`src/rtl/core/cpr_pkg.sv`:
```
// ----------------------------------------------------------------------------
// cpr_pkg
// Shared types and constants of the channel pattern check responder.
// ----------------------------------------------------------------------------
package cpr_pkg;

  // Request framing and reply bytes
  localparam logic [7:0] START_BYTE = 8'h57;
  localparam logic [7:0] REPLY_HEAD = 8'h7A;

  // Field widths fixed by the interface
  localparam int MAP_BITS    = 12;
  localparam int THRESH_BITS = 12;
  localparam int IDX_BITS    = 4;
  localparam int LVL_BITS_IN = 12;

  // Reply queue between front and back (power of two)
  localparam int QUEUE_DEPTH = 4;
  localparam int QPTR_BITS   = $clog2(QUEUE_DEPTH);
  localparam int QCNT_BITS   = $clog2(QUEUE_DEPTH + 1);

  // Input item kind
  localparam logic KIND_SERIAL = 1'b0;
  localparam logic KIND_LEVEL  = 1'b1;

  // Position inside the three-byte request
  typedef enum logic [1:0] {
    POS_IDLE = 2'd0,
    POS_HIGH = 2'd1,
    POS_LOW  = 2'd2
  } frame_pos_t;

  // Reply byte being emitted
  typedef enum logic [1:0] {
    BYTE_HEAD = 2'd0,
    BYTE_HIGH = 2'd1,
    BYTE_LOW  = 2'd2
  } reply_sel_t;

  // One reply descriptor
  typedef struct packed {
    logic                pattern_match;
    logic                any_active;
    logic [MAP_BITS-1:0] map;
  } reply_t;

  // Push request from front to queue
  typedef struct packed {
    logic   valid;
    reply_t data;
  } reply_push_t;

endpackage

```
`src/rtl/core/channel_pattern_check_responder_unit.sv`:
```
// ----------------------------------------------------------------------------
// channel_pattern_check_responder_unit
// Serial pattern request responder over a set of thresholded channel levels.
// ----------------------------------------------------------------------------
// Input channel (in_*): one transaction per serial byte or level update.
//   in_tuser = 0 carries a serial byte, in_tuser = 1 a channel level update.
//   A request is 0x57, pattern high byte, pattern low byte.
// Output channel (out_*): three transactions per request: 0x7A, map bits
//   11..8, map bits 7..0; out_tlast marks the third, out_tuser carries the
//   match and any-active flags on all three.
// Configuration: cfg_wr_en writes the level threshold; write it only while
//   no reply is pending.
// Throughput: one input transaction per cycle while the queue is not full
//   and one reply byte per cycle while out_tready is high.
// The descriptor enters the queue when the third request byte is accepted
//   and loads the output register once that register is free. Map and flags
//   are built by one comparator per channel in the accepting cycle.
// A four-entry reply queue separates the input side from the output stage;
//   in_tready drops only while that queue is full, e.g. under a long stall
//   of out_tready. A stalled reply byte is held in the output register.
// Reset (rst_n low, synchronous) clears levels, threshold, framing, queue
//   and output stage.
// ----------------------------------------------------------------------------
module channel_pattern_check_responder_unit #(
  parameter int CHANNEL_COUNT = 12,
  parameter int LEVEL_BITS    = 12
) (
  input  logic        clk,
  input  logic        rst_n,
  input  logic        in_tvalid,
  output logic        in_tready,
  input  logic [23:0] in_tdata,    // rx_byte[7:0], channel_index[11:8],
                                   // channel_level[23:12]
  input  logic        in_tuser,    // req_type
  output logic        out_tvalid,
  input  logic        out_tready,
  output logic [7:0]  out_tdata,   // tx_byte[7:0]
  output logic        out_tlast,
  output logic [1:0]  out_tuser,   // pattern_match[0], any_active[1]
  input  logic        cfg_wr_en,
  input  logic [11:0] cfg_wr_data  // level_threshold
);

  cpr_pkg::reply_push_t push;
  cpr_pkg::reply_t      head;
  logic                 q_empty;
  logic                 q_full;
  logic                 q_pop;

  cpr_front #(
    .CHANNEL_COUNT (CHANNEL_COUNT),
    .LEVEL_BITS    (LEVEL_BITS)
  ) u_front (
    .clk         (clk),
    .rst_n       (rst_n),
    .in_tvalid   (in_tvalid),
    .in_tready   (in_tready),
    .in_tdata    (in_tdata),
    .in_tuser    (in_tuser),
    .cfg_wr_en   (cfg_wr_en),
    .cfg_wr_data (cfg_wr_data),
    .queue_full  (q_full),
    .push        (push)
  );

  cpr_queue u_queue (
    .clk   (clk),
    .rst_n (rst_n),
    .push  (push),
    .pop   (q_pop),
    .head  (head),
    .empty (q_empty),
    .full  (q_full)
  );

  cpr_back u_back (
    .clk        (clk),
    .rst_n      (rst_n),
    .head       (head),
    .empty      (q_empty),
    .pop        (q_pop),
    .out_tvalid (out_tvalid),
    .out_tready (out_tready),
    .out_tdata  (out_tdata),
    .out_tlast  (out_tlast),
    .out_tuser  (out_tuser)
  );

endmodule

```
`src/rtl/core/cpr_front.sv`:
```
// ----------------------------------------------------------------------------
// cpr_front
// Accepts input transactions, keeps channel levels and request framing, and
// builds a reply descriptor when a request completes.
// ----------------------------------------------------------------------------
module cpr_front #(
  parameter int CHANNEL_COUNT = 12,
  parameter int LEVEL_BITS    = 12
) (
  input  logic                             clk,
  input  logic                             rst_n,
  input  logic                             in_tvalid,
  output logic                             in_tready,
  input  logic [23:0]                      in_tdata,
  input  logic                             in_tuser,
  input  logic                             cfg_wr_en,
  input  logic [cpr_pkg::THRESH_BITS-1:0]  cfg_wr_data,
  input  logic                             queue_full,
  output cpr_pkg::reply_push_t             push
);

  localparam int CMP_W = (LEVEL_BITS > cpr_pkg::THRESH_BITS) ? LEVEL_BITS
                                                              : cpr_pkg::THRESH_BITS;

  logic [cpr_pkg::THRESH_BITS-1:0] thresh_r;
  logic [LEVEL_BITS-1:0]           level_r [CHANNEL_COUNT];
  cpr_pkg::frame_pos_t             pos_r, pos_nxt;
  logic [3:0]                      pat_high_r, pat_high_nxt;

  logic                             accept;
  logic                             is_serial;
  logic [7:0]                       rx_byte;
  logic [cpr_pkg::IDX_BITS-1:0]     chan_idx;
  logic [cpr_pkg::LVL_BITS_IN-1:0]  chan_level;
  logic [CMP_W-1:0]                 level_ext;
  logic [LEVEL_BITS-1:0]            level_in;
  logic [CHANNEL_COUNT-1:0]         full_map;
  logic [cpr_pkg::MAP_BITS-1:0]     map12;
  logic [cpr_pkg::MAP_BITS-1:0]     pattern;
  logic                             req_done;

  // Unpack the transaction
  assign rx_byte    = in_tdata[7:0];
  assign chan_idx   = in_tdata[11:8];
  assign chan_level = in_tdata[23:12];
  assign level_ext  = CMP_W'(chan_level);
  assign level_in   = level_ext[LEVEL_BITS-1:0];

  assign in_tready = !queue_full;
  assign accept    = in_tvalid && in_tready;
  assign is_serial = (in_tuser == cpr_pkg::KIND_SERIAL);

  // Threshold register
  always_ff @(posedge clk) begin
    if (!rst_n) begin
      thresh_r <= '0;
    end else if (cfg_wr_en) begin
      thresh_r <= cfg_wr_data;
    end
  end

  // Channel level store and per-channel comparators
  for (genvar i = 0; i < CHANNEL_COUNT; i++) begin : g_chan
    always_ff @(posedge clk) begin
      if (!rst_n) begin
        level_r[i] <= '0;
      end else if (accept && in_tuser == cpr_pkg::KIND_LEVEL &&
                   chan_idx == cpr_pkg::IDX_BITS'(i)) begin
        level_r[i] <= level_in;
      end
    end
    assign full_map[i] = CMP_W'(level_r[i]) > CMP_W'(thresh_r);
  end

  // Mask the map down to the reply width
  for (genvar i = 0; i < cpr_pkg::MAP_BITS; i++) begin : g_map
    if (i < CHANNEL_COUNT) begin : g_hit
      assign map12[i] = full_map[i];
    end else begin : g_none
      assign map12[i] = 1'b0;
    end
  end

  assign pattern = {pat_high_r, rx_byte};

  // Request framing
  always_comb begin
    pos_nxt      = pos_r;
    pat_high_nxt = pat_high_r;
    req_done     = 1'b0;
    if (accept && is_serial) begin
      unique case (pos_r)
        cpr_pkg::POS_IDLE: begin
          if (rx_byte == cpr_pkg::START_BYTE) begin
            pos_nxt = cpr_pkg::POS_HIGH;
          end
        end
        cpr_pkg::POS_HIGH: begin
          pat_high_nxt = rx_byte[3:0];
          pos_nxt      = cpr_pkg::POS_LOW;
        end
        cpr_pkg::POS_LOW: begin
          req_done = 1'b1;
          pos_nxt  = cpr_pkg::POS_IDLE;
        end
        default: begin
          pos_nxt = cpr_pkg::POS_IDLE;
        end
      endcase
    end
  end

  always_ff @(posedge clk) begin
    if (!rst_n) begin
      pos_r      <= cpr_pkg::POS_IDLE;
      pat_high_r <= '0;
    end else begin
      pos_r      <= pos_nxt;
      pat_high_r <= pat_high_nxt;
    end
  end

  // Hand the finished request to the queue
  assign push.valid              = req_done;
  assign push.data.map           = map12;
  assign push.data.any_active    = |full_map;
  assign push.data.pattern_match = (pattern == map12);

endmodule

```
`src/rtl/core/cpr_queue.sv`:
```
// ----------------------------------------------------------------------------
// cpr_queue
// Short FIFO of reply descriptors between the front and the back.
// ----------------------------------------------------------------------------
module cpr_queue (
  input  logic                 clk,
  input  logic                 rst_n,
  input  cpr_pkg::reply_push_t push,
  input  logic                 pop,
  output cpr_pkg::reply_t      head,
  output logic                 empty,
  output logic                 full
);

  cpr_pkg::reply_t                 slot_r [cpr_pkg::QUEUE_DEPTH];
  logic [cpr_pkg::QPTR_BITS-1:0]   wr_ptr_r, rd_ptr_r;
  logic [cpr_pkg::QCNT_BITS-1:0]   count_r;

  assign empty = (count_r == '0);
  assign full  = (count_r == cpr_pkg::QCNT_BITS'(cpr_pkg::QUEUE_DEPTH));
  assign head  = slot_r[rd_ptr_r];

  // Store the descriptor
  always_ff @(posedge clk) begin
    if (push.valid) begin
      slot_r[wr_ptr_r] <= push.data;
    end
  end

  // Advance pointers and occupancy
  always_ff @(posedge clk) begin
    if (!rst_n) begin
      wr_ptr_r <= '0;
      rd_ptr_r <= '0;
      count_r  <= '0;
    end else begin
      if (push.valid) begin
        wr_ptr_r <= wr_ptr_r + 1'b1;
      end
      if (pop) begin
        rd_ptr_r <= rd_ptr_r + 1'b1;
      end
      if (push.valid && !pop) begin
        count_r <= count_r + 1'b1;
      end else if (pop && !push.valid) begin
        count_r <= count_r - 1'b1;
      end
    end
  end

`ifndef SYNTHESIS
  a_no_overflow: assert property (@(posedge clk) disable iff (!rst_n)
    push.valid |-> !full) else $error("reply queue written while full");
  a_no_underflow: assert property (@(posedge clk) disable iff (!rst_n)
    pop |-> !empty) else $error("reply queue read while empty");
  a_count_hold: assert property (@(posedge clk) disable iff (!rst_n)
    (!push.valid && !pop) |=> $stable(count_r))
    else $error("reply queue occupancy changed without traffic");
`endif

endmodule

```
`src/rtl/core/cpr_back.sv`:
```
// ----------------------------------------------------------------------------
// cpr_back
// Takes reply descriptors from the queue and sends the three reply bytes
// through a registered output stage.
// ----------------------------------------------------------------------------
module cpr_back (
  input  logic            clk,
  input  logic            rst_n,
  input  cpr_pkg::reply_t head,
  input  logic            empty,
  output logic            pop,
  output logic            out_tvalid,
  input  logic            out_tready,
  output logic [7:0]      out_tdata,
  output logic            out_tlast,
  output logic [1:0]      out_tuser
);

  cpr_pkg::reply_sel_t sel_r, sel_nxt;
  logic                out_tvalid_r, out_tvalid_nxt;
  logic [7:0]          out_tdata_r, out_tdata_nxt;
  logic                out_tlast_r, out_tlast_nxt;
  logic [1:0]          out_tuser_r, out_tuser_nxt;
  logic                take;

  // Load the output stage when it is empty or being drained
  assign take = (!out_tvalid_r || out_tready) && !empty;

  always_comb begin
    sel_nxt        = sel_r;
    pop            = 1'b0;
    out_tvalid_nxt = out_tvalid_r && !out_tready;
    out_tdata_nxt  = out_tdata_r;
    out_tlast_nxt  = out_tlast_r;
    out_tuser_nxt  = out_tuser_r;
    if (take) begin
      out_tvalid_nxt = 1'b1;
      out_tuser_nxt  = {head.any_active, head.pattern_match};
      unique case (sel_r)
        cpr_pkg::BYTE_HEAD: begin
          out_tdata_nxt = cpr_pkg::REPLY_HEAD;
          out_tlast_nxt = 1'b0;
          sel_nxt       = cpr_pkg::BYTE_HIGH;
        end
        cpr_pkg::BYTE_HIGH: begin
          out_tdata_nxt = 8'(head.map[cpr_pkg::MAP_BITS-1:8]);
          out_tlast_nxt = 1'b0;
          sel_nxt       = cpr_pkg::BYTE_LOW;
        end
        cpr_pkg::BYTE_LOW: begin
          out_tdata_nxt = head.map[7:0];
          out_tlast_nxt = 1'b1;
          pop           = 1'b1;
          sel_nxt       = cpr_pkg::BYTE_HEAD;
        end
        default: begin
          sel_nxt = cpr_pkg::BYTE_HEAD;
        end
      endcase
    end
  end

  // Byte select and output registers
  always_ff @(posedge clk) begin
    if (!rst_n) begin
      sel_r        <= cpr_pkg::BYTE_HEAD;
      out_tvalid_r <= 1'b0;
    end else begin
      sel_r        <= sel_nxt;
      out_tvalid_r <= out_tvalid_nxt;
    end
  end

  always_ff @(posedge clk) begin
    out_tdata_r <= out_tdata_nxt;
    out_tlast_r <= out_tlast_nxt;
    out_tuser_r <= out_tuser_nxt;
  end

  assign out_tvalid = out_tvalid_r;
  assign out_tdata  = out_tdata_r;
  assign out_tlast  = out_tlast_r;
  assign out_tuser  = out_tuser_r;

`ifndef SYNTHESIS
  a_last_ends_reply: assert property (@(posedge clk) disable iff (!rst_n)
    (out_tvalid_r && out_tlast_r) |-> (sel_r == cpr_pkg::BYTE_HEAD))
    else $error("last reply byte shown while a reply is still open");
  a_open_reply_shown: assert property (@(posedge clk) disable iff (!rst_n)
    (sel_r != cpr_pkg::BYTE_HEAD) |-> out_tvalid_r)
    else $error("reply open but output stage empty");
`endif

endmodule

```
`config.mk`:
```
export PLATFORM = sky130hd
export DESIGN_NAME = channel_pattern_check_responder_unit
export DESIGN_NICKNAME = d
export VERILOG_FILES = /design/src/rtl/core/cpr_pkg.sv /design/src/rtl/core/channel_pattern_check_responder_unit.sv /design/src/rtl/core/cpr_front.sv /design/src/rtl/core/cpr_queue.sv /design/src/rtl/core/cpr_back.sv
export SDC_FILE = /design/constraint.sdc
export NUM_CORES = 1
export LEC_CHECK = 0
export BUFFER_PORTS_ARGS = -buffer_cell sky130_fd_sc_hd__buf_2
export CAP_MARGIN = 20
export CORE_MARGIN = 3
export CORE_UTILIZATION = 50
export DETAILED_ROUTE_END_ITERATION = 10
export PLACE_DENSITY = 0.79
export SLEW_MARGIN = 20
export SYNTH_ARGS = -nofsm -noshare
export SYNTH_HDL_FRONTEND = slang
export SYNTH_HIERARCHICAL = 1
export SYNTH_SLANG_ARGS = --single-unit
```
`constraint.sdc`:
```
create_clock -name clk -period 2.65 [get_ports clk]
set_input_delay 0.53 -clock clk [delete_from_list [all_inputs] [get_ports clk]]
set_output_delay 0.53 -clock clk [all_outputs]
set_load 0.1 [all_outputs]
```
==> summary.txt <==
TIMING
--------------------------------------------------------------------------------------------------
Final Cycle Share                                                                           0.9476
Slew @ Worst Pin                                                                         0.7717 ns
Final hold viol count                                                                            0
Clk_skew                                                                                0.01203 ns
RSZ-0062 raised after global routing                                                            no
Final sum of negative setup slack                                                             0 ns
Number of failing setup endpoints in the final timing report                                     0
Achievable clock frequency                                                              0.3982 GHz
Setup WS post-layout                                                                     0.1390 ns
Final worst path period need                                                              2.511 ns
Max-slew violation total from the final report                                                   0
Final worst hold slack                                                                   0.2693 ns
Worst rel slew slack                                                                        0.4837

SETUP PATH
--------------------------------------------------------------------------------------------------
Critical path arrival                                                                      2.85 ns
Kind of end point of the critical path                                                        flop
Maximum net fanout on the critical path                                                         12
Critical path start-end classification                                                  reg -> reg
Data required time at the worst endpoint                                                   2.98 ns
Kind of start point of the critical path                                                      flop

HOLD PATH
--------------------------------------------------------------------------------------------------
Worst min-delay path class                                                               in -> reg

YOSYS
--------------------------------------------------------------------------------------------------
Syn Area/Cell                                                                           12.96 um^2
Sequential-to-total area share from yosys stat                                              0.5425
Synth area leaders                                                                    edfxtp_1 (50%), ha_1 (15%), and2_1 (7.5%), dfxtp_1 (4.7%), a21oi_1 (2.2%)
Dominant cell type by area after synthesis                                                edfxtp_1
Yosys warning count                                                                              6
Synth Cell Area                                                                         12790 um^2
FFs w/ async S/R, synth                                                                          0
Number of synthesized flops with an enable pin                                                 211
Nets in the synthesized netlist                                                               1185
Area share of the largest cell type after synthesis                                         0.4955
Number of synthesized register bits                                                            241
Yosys cell types                                                                                50
Primary flip-flop cell chosen by synthesis mapping                                        edfxtp_1
Cell count after synthesis                                                                     987

DIE
--------------------------------------------------------------------------------------------------
Die outline width                                                                         165.9 um
Cell Rows                                                                                       57
Count of pins on the block boundary                                                             55
Starting density of the core                                                                0.5167
Floorplan die height                                                                      165.9 um
Die Footprint                                                                           27530 um^2
Core area                                                                               24750 um^2

CLOCKING
--------------------------------------------------------------------------------------------------
CTS tree                                                                                     built
Clock insertion delay at the later pin of the skew report                                  0.53 ns
TritonCTS buffer count                                                                          25
Clock H-tree levels                                                                              1
Clock transition time at the flip-flop clock pins of the worst setup and hold paths        0.06 ns
Clock Sink Count                                                                               241
Root buf cell                                                                            clkbuf_16
Clock Path Buffers                                                                               3

POWER AND IR DROP
--------------------------------------------------------------------------------------------------
Pwr dens                                                                              595.6 nW/um^2
IR Drop Worst-Case VDD                                                                    490.7 uV
Leakage                                                                                   5.845 nW
Final total power                                                                         8.734 mW

DRT
--------------------------------------------------------------------------------------------------
Via Count                                                                                     8155
Via-per-instance ratio                                                                       5.711
DRC violations left                                                                              0
Violation count after the first detailed-route iteration                                       486
Drt first pass iters                                                                             5
Routed WL                                                                                 28.83 mm
Residual antenna-violating net count after detailed routing                                      0
Routed WL per cell                                                                        20.19 um

JOB
--------------------------------------------------------------------------------------------------
Max capacitance violation total                                                                  0

GRT
--------------------------------------------------------------------------------------------------
Vias in the first global route                                                                8443
Met3 usage in global routing                                                               0.03475
Number of antenna violations at the first check in global routing                                0
First-pass GRT wire length                                                                45.04 mm
Met2 global-route usage                                                                     0.3589
Overall routing resource usage                                                              0.2069
Grt peak-use layer                                                                            met2
Grt met1 use                                                                                0.2612
Maximum number of pins on one net before global-route repair                                    39
Overall overflow remaining after global route                                                    0

CELLS AND AREA
--------------------------------------------------------------------------------------------------
Non-filler instance count after layout                                                        1428
Antenna cells                                                                                    0
Final-stage net count                                                                         1283
Fraction of layout instances using a drive strength above 1                                 0.1658
Count of filler cells inserted in the layout                                                  1879
P&R area growth vs syn                                                                      14.68%

PLACEMENT
--------------------------------------------------------------------------------------------------
Final Wtd Congestion                                                                        0.8398
Pre-CTS worst setup slack                                                                0.1051 ns
Half-perimeter wire length after placement                                                18.86 mm
Number of placed cells counting well taps                                                     1378
Number of I/O port buffers                                                                      54

RUN STATUS
--------------------------------------------------------------------------------------------------
Result of the run                                                                     complete, no violations

==> kinds of logic (layout without fill, tap and decap cells) <==
| family | Yosys count | in the layout | share of synthesized area |
|---|---|---|---|
| XOR/XNOR | 17 | 17 | 0.01223 |
| AO/OA/AOI/OAI | 138 | 138 | 0.07495 |
| multiplexers | 34 | 34 | 0.04149 |
| adder cells (fa/ha/maj) | 156 | 156 | 0.1532 |
| flip-flops | 241 | 241 | 0.5425 |
| AND/OR/NAND/NOR | 332 | 332 | 0.1522 |
| buffers and inverters | 69 | 186 | 0.02348 |
==> final timing paths <==
kind / from / endpoint / slack, ns / cells past startpoint
setup / recovery: u_front/thresh_r[11]$_SDFFE_PN0P_ / u_queue/slot_r[0][13]$_DFFE_PP_ / 0.14 / 10
hold / removal: cfg_wr_data[2] / u_front/thresh_r[2]$_SDFFE_PN0P_ / 0.27 / 3
setup reg to reg: u_front/thresh_r[11]$_SDFFE_PN0P_ / u_queue/slot_r[0][13]$_DFFE_PP_ / 0.14 / 10
hold reg to reg: u_queue/count_r[2]$_SDFFE_PN0P_ / u_queue/count_r[2]$_SDFFE_PN0P_ / 0.51 / 2
==> sequential cells by signal, summed over array words and instances, names as in the netlist, named ones only <==
| register | count |
|---|---|
| u_front/level_r | 144 |
| u_back/out_tlast | 1 |
| u_back/sel_r | 2 |
| u_back/out_tvalid | 1 |
| u_queue/rd_ptr_r | 2 |
| u_queue/slot_r | 56 |
| u_queue/count_r | 3 |
| u_queue/wr_ptr_r | 2 |
| u_front/pos_r | 2 |
| u_back/out_tuser | 2 |
| u_front/pat_high_r | 4 |
| u_back/out_tdata | 8 |
| u_front/thresh_r | 12 |
==> power breakdown <==
part | total (mW) | internal (mW) | switching, mW | leakage (nW)
Combinational | 0.956 | 0.379 | 0.577 | 3.01
Sequential | 4.24 | 4.21 | 0.0280 | 2.42
Clock | 3.54 | 2.11 | 1.43 | 0.420
Total | 8.73 | 6.70 | 2.03 | 5.84
==> Yosys cell counts (12+ instances only) <==
master / number
edfxtp_1: 211
ha_1: 155
and2_1: 154
a21oi_1: 56
nand4_1: 40
nor2b_1: 36
inv_1: 35
nand2_1: 34
dfxtp_1: 30
clkbuf_1: 24
mux2i_1: 20
nor2_1: 18
o21ai_0: 17
o211ai_1: 14
xnor2_1: 13
nand3_1: 12
==> placed cells by master (no fill, tap or decap), types with 7 or more instances in the layout <==
master       n
clkbuf_8    10
inv_1       34
mux4_2      10
nand4_1     40
a21oi_1     56
a211o_1     10
nand2b_1    11
o211ai_1    14
buf_4       41
o21ai_1      7
and2_1     154
nor2_1      18
nand3_1     12
buf_2       54
xnor2_1     13
dfxtp_1     29
ha_1       155
o21ai_0     17
buf_12       9
nand2_1     34
edfxtp_1   211
mux2i_1     20
nor3_1      11
nor2b_1     36
clkbuf_16   25
==> area by class of cell <==
cell class	instances	area [um^2]	share of cell area
multi-input cells	677	5583	0.3807
well taps	324	405.4	0.02764
inverters	36	135.1	0.009215
clock inverters	8	70.07	0.004778
repair buffers	104	758.2	0.05171
flip-flops and latches	241	6938	0.4731
clock buffers	38	774.5	0.05282
==> per-layer routing <==
metal | up-vias | wire length (um)
met2 | 269 | 13840
met5 | - | 0
met4 | 0 | 1153
li1 | 3863 | -
met1 | 3938 | 12240
met3 | 85 | 1601
==> critical path, stage by stage, from the launching register on <==
cell and delay (ns):
dfxtp_1 0.32, inv_1 0.06, buf_12 0.16, ha_1 0.34
a21oi_2 0.19, o21ai_2 0.10, a2111oi_4 0.39, a21oi_4 0.17
xnor2_1 0.18, nand4_1 0.16, nor3_2 0.24
==> metrics by stage <==
step / util / cell area [um^2]
after floorplan: - / 12790
after global placement: 0.5559 / 13760
after detailed placement: 0.5559 / 13760
after CTS: 0.5900 / 14600
after global routing: 0.5925 / 14660
final: 0.5925 / 14660
==> timing repair <==
action	4_1_cts	5_1_grt
resized for setup	0	5
setup endpoints to repair	0	4
setup buffers	0	4
hold buffers	0	0
Power figures use the tool's default switching activity.
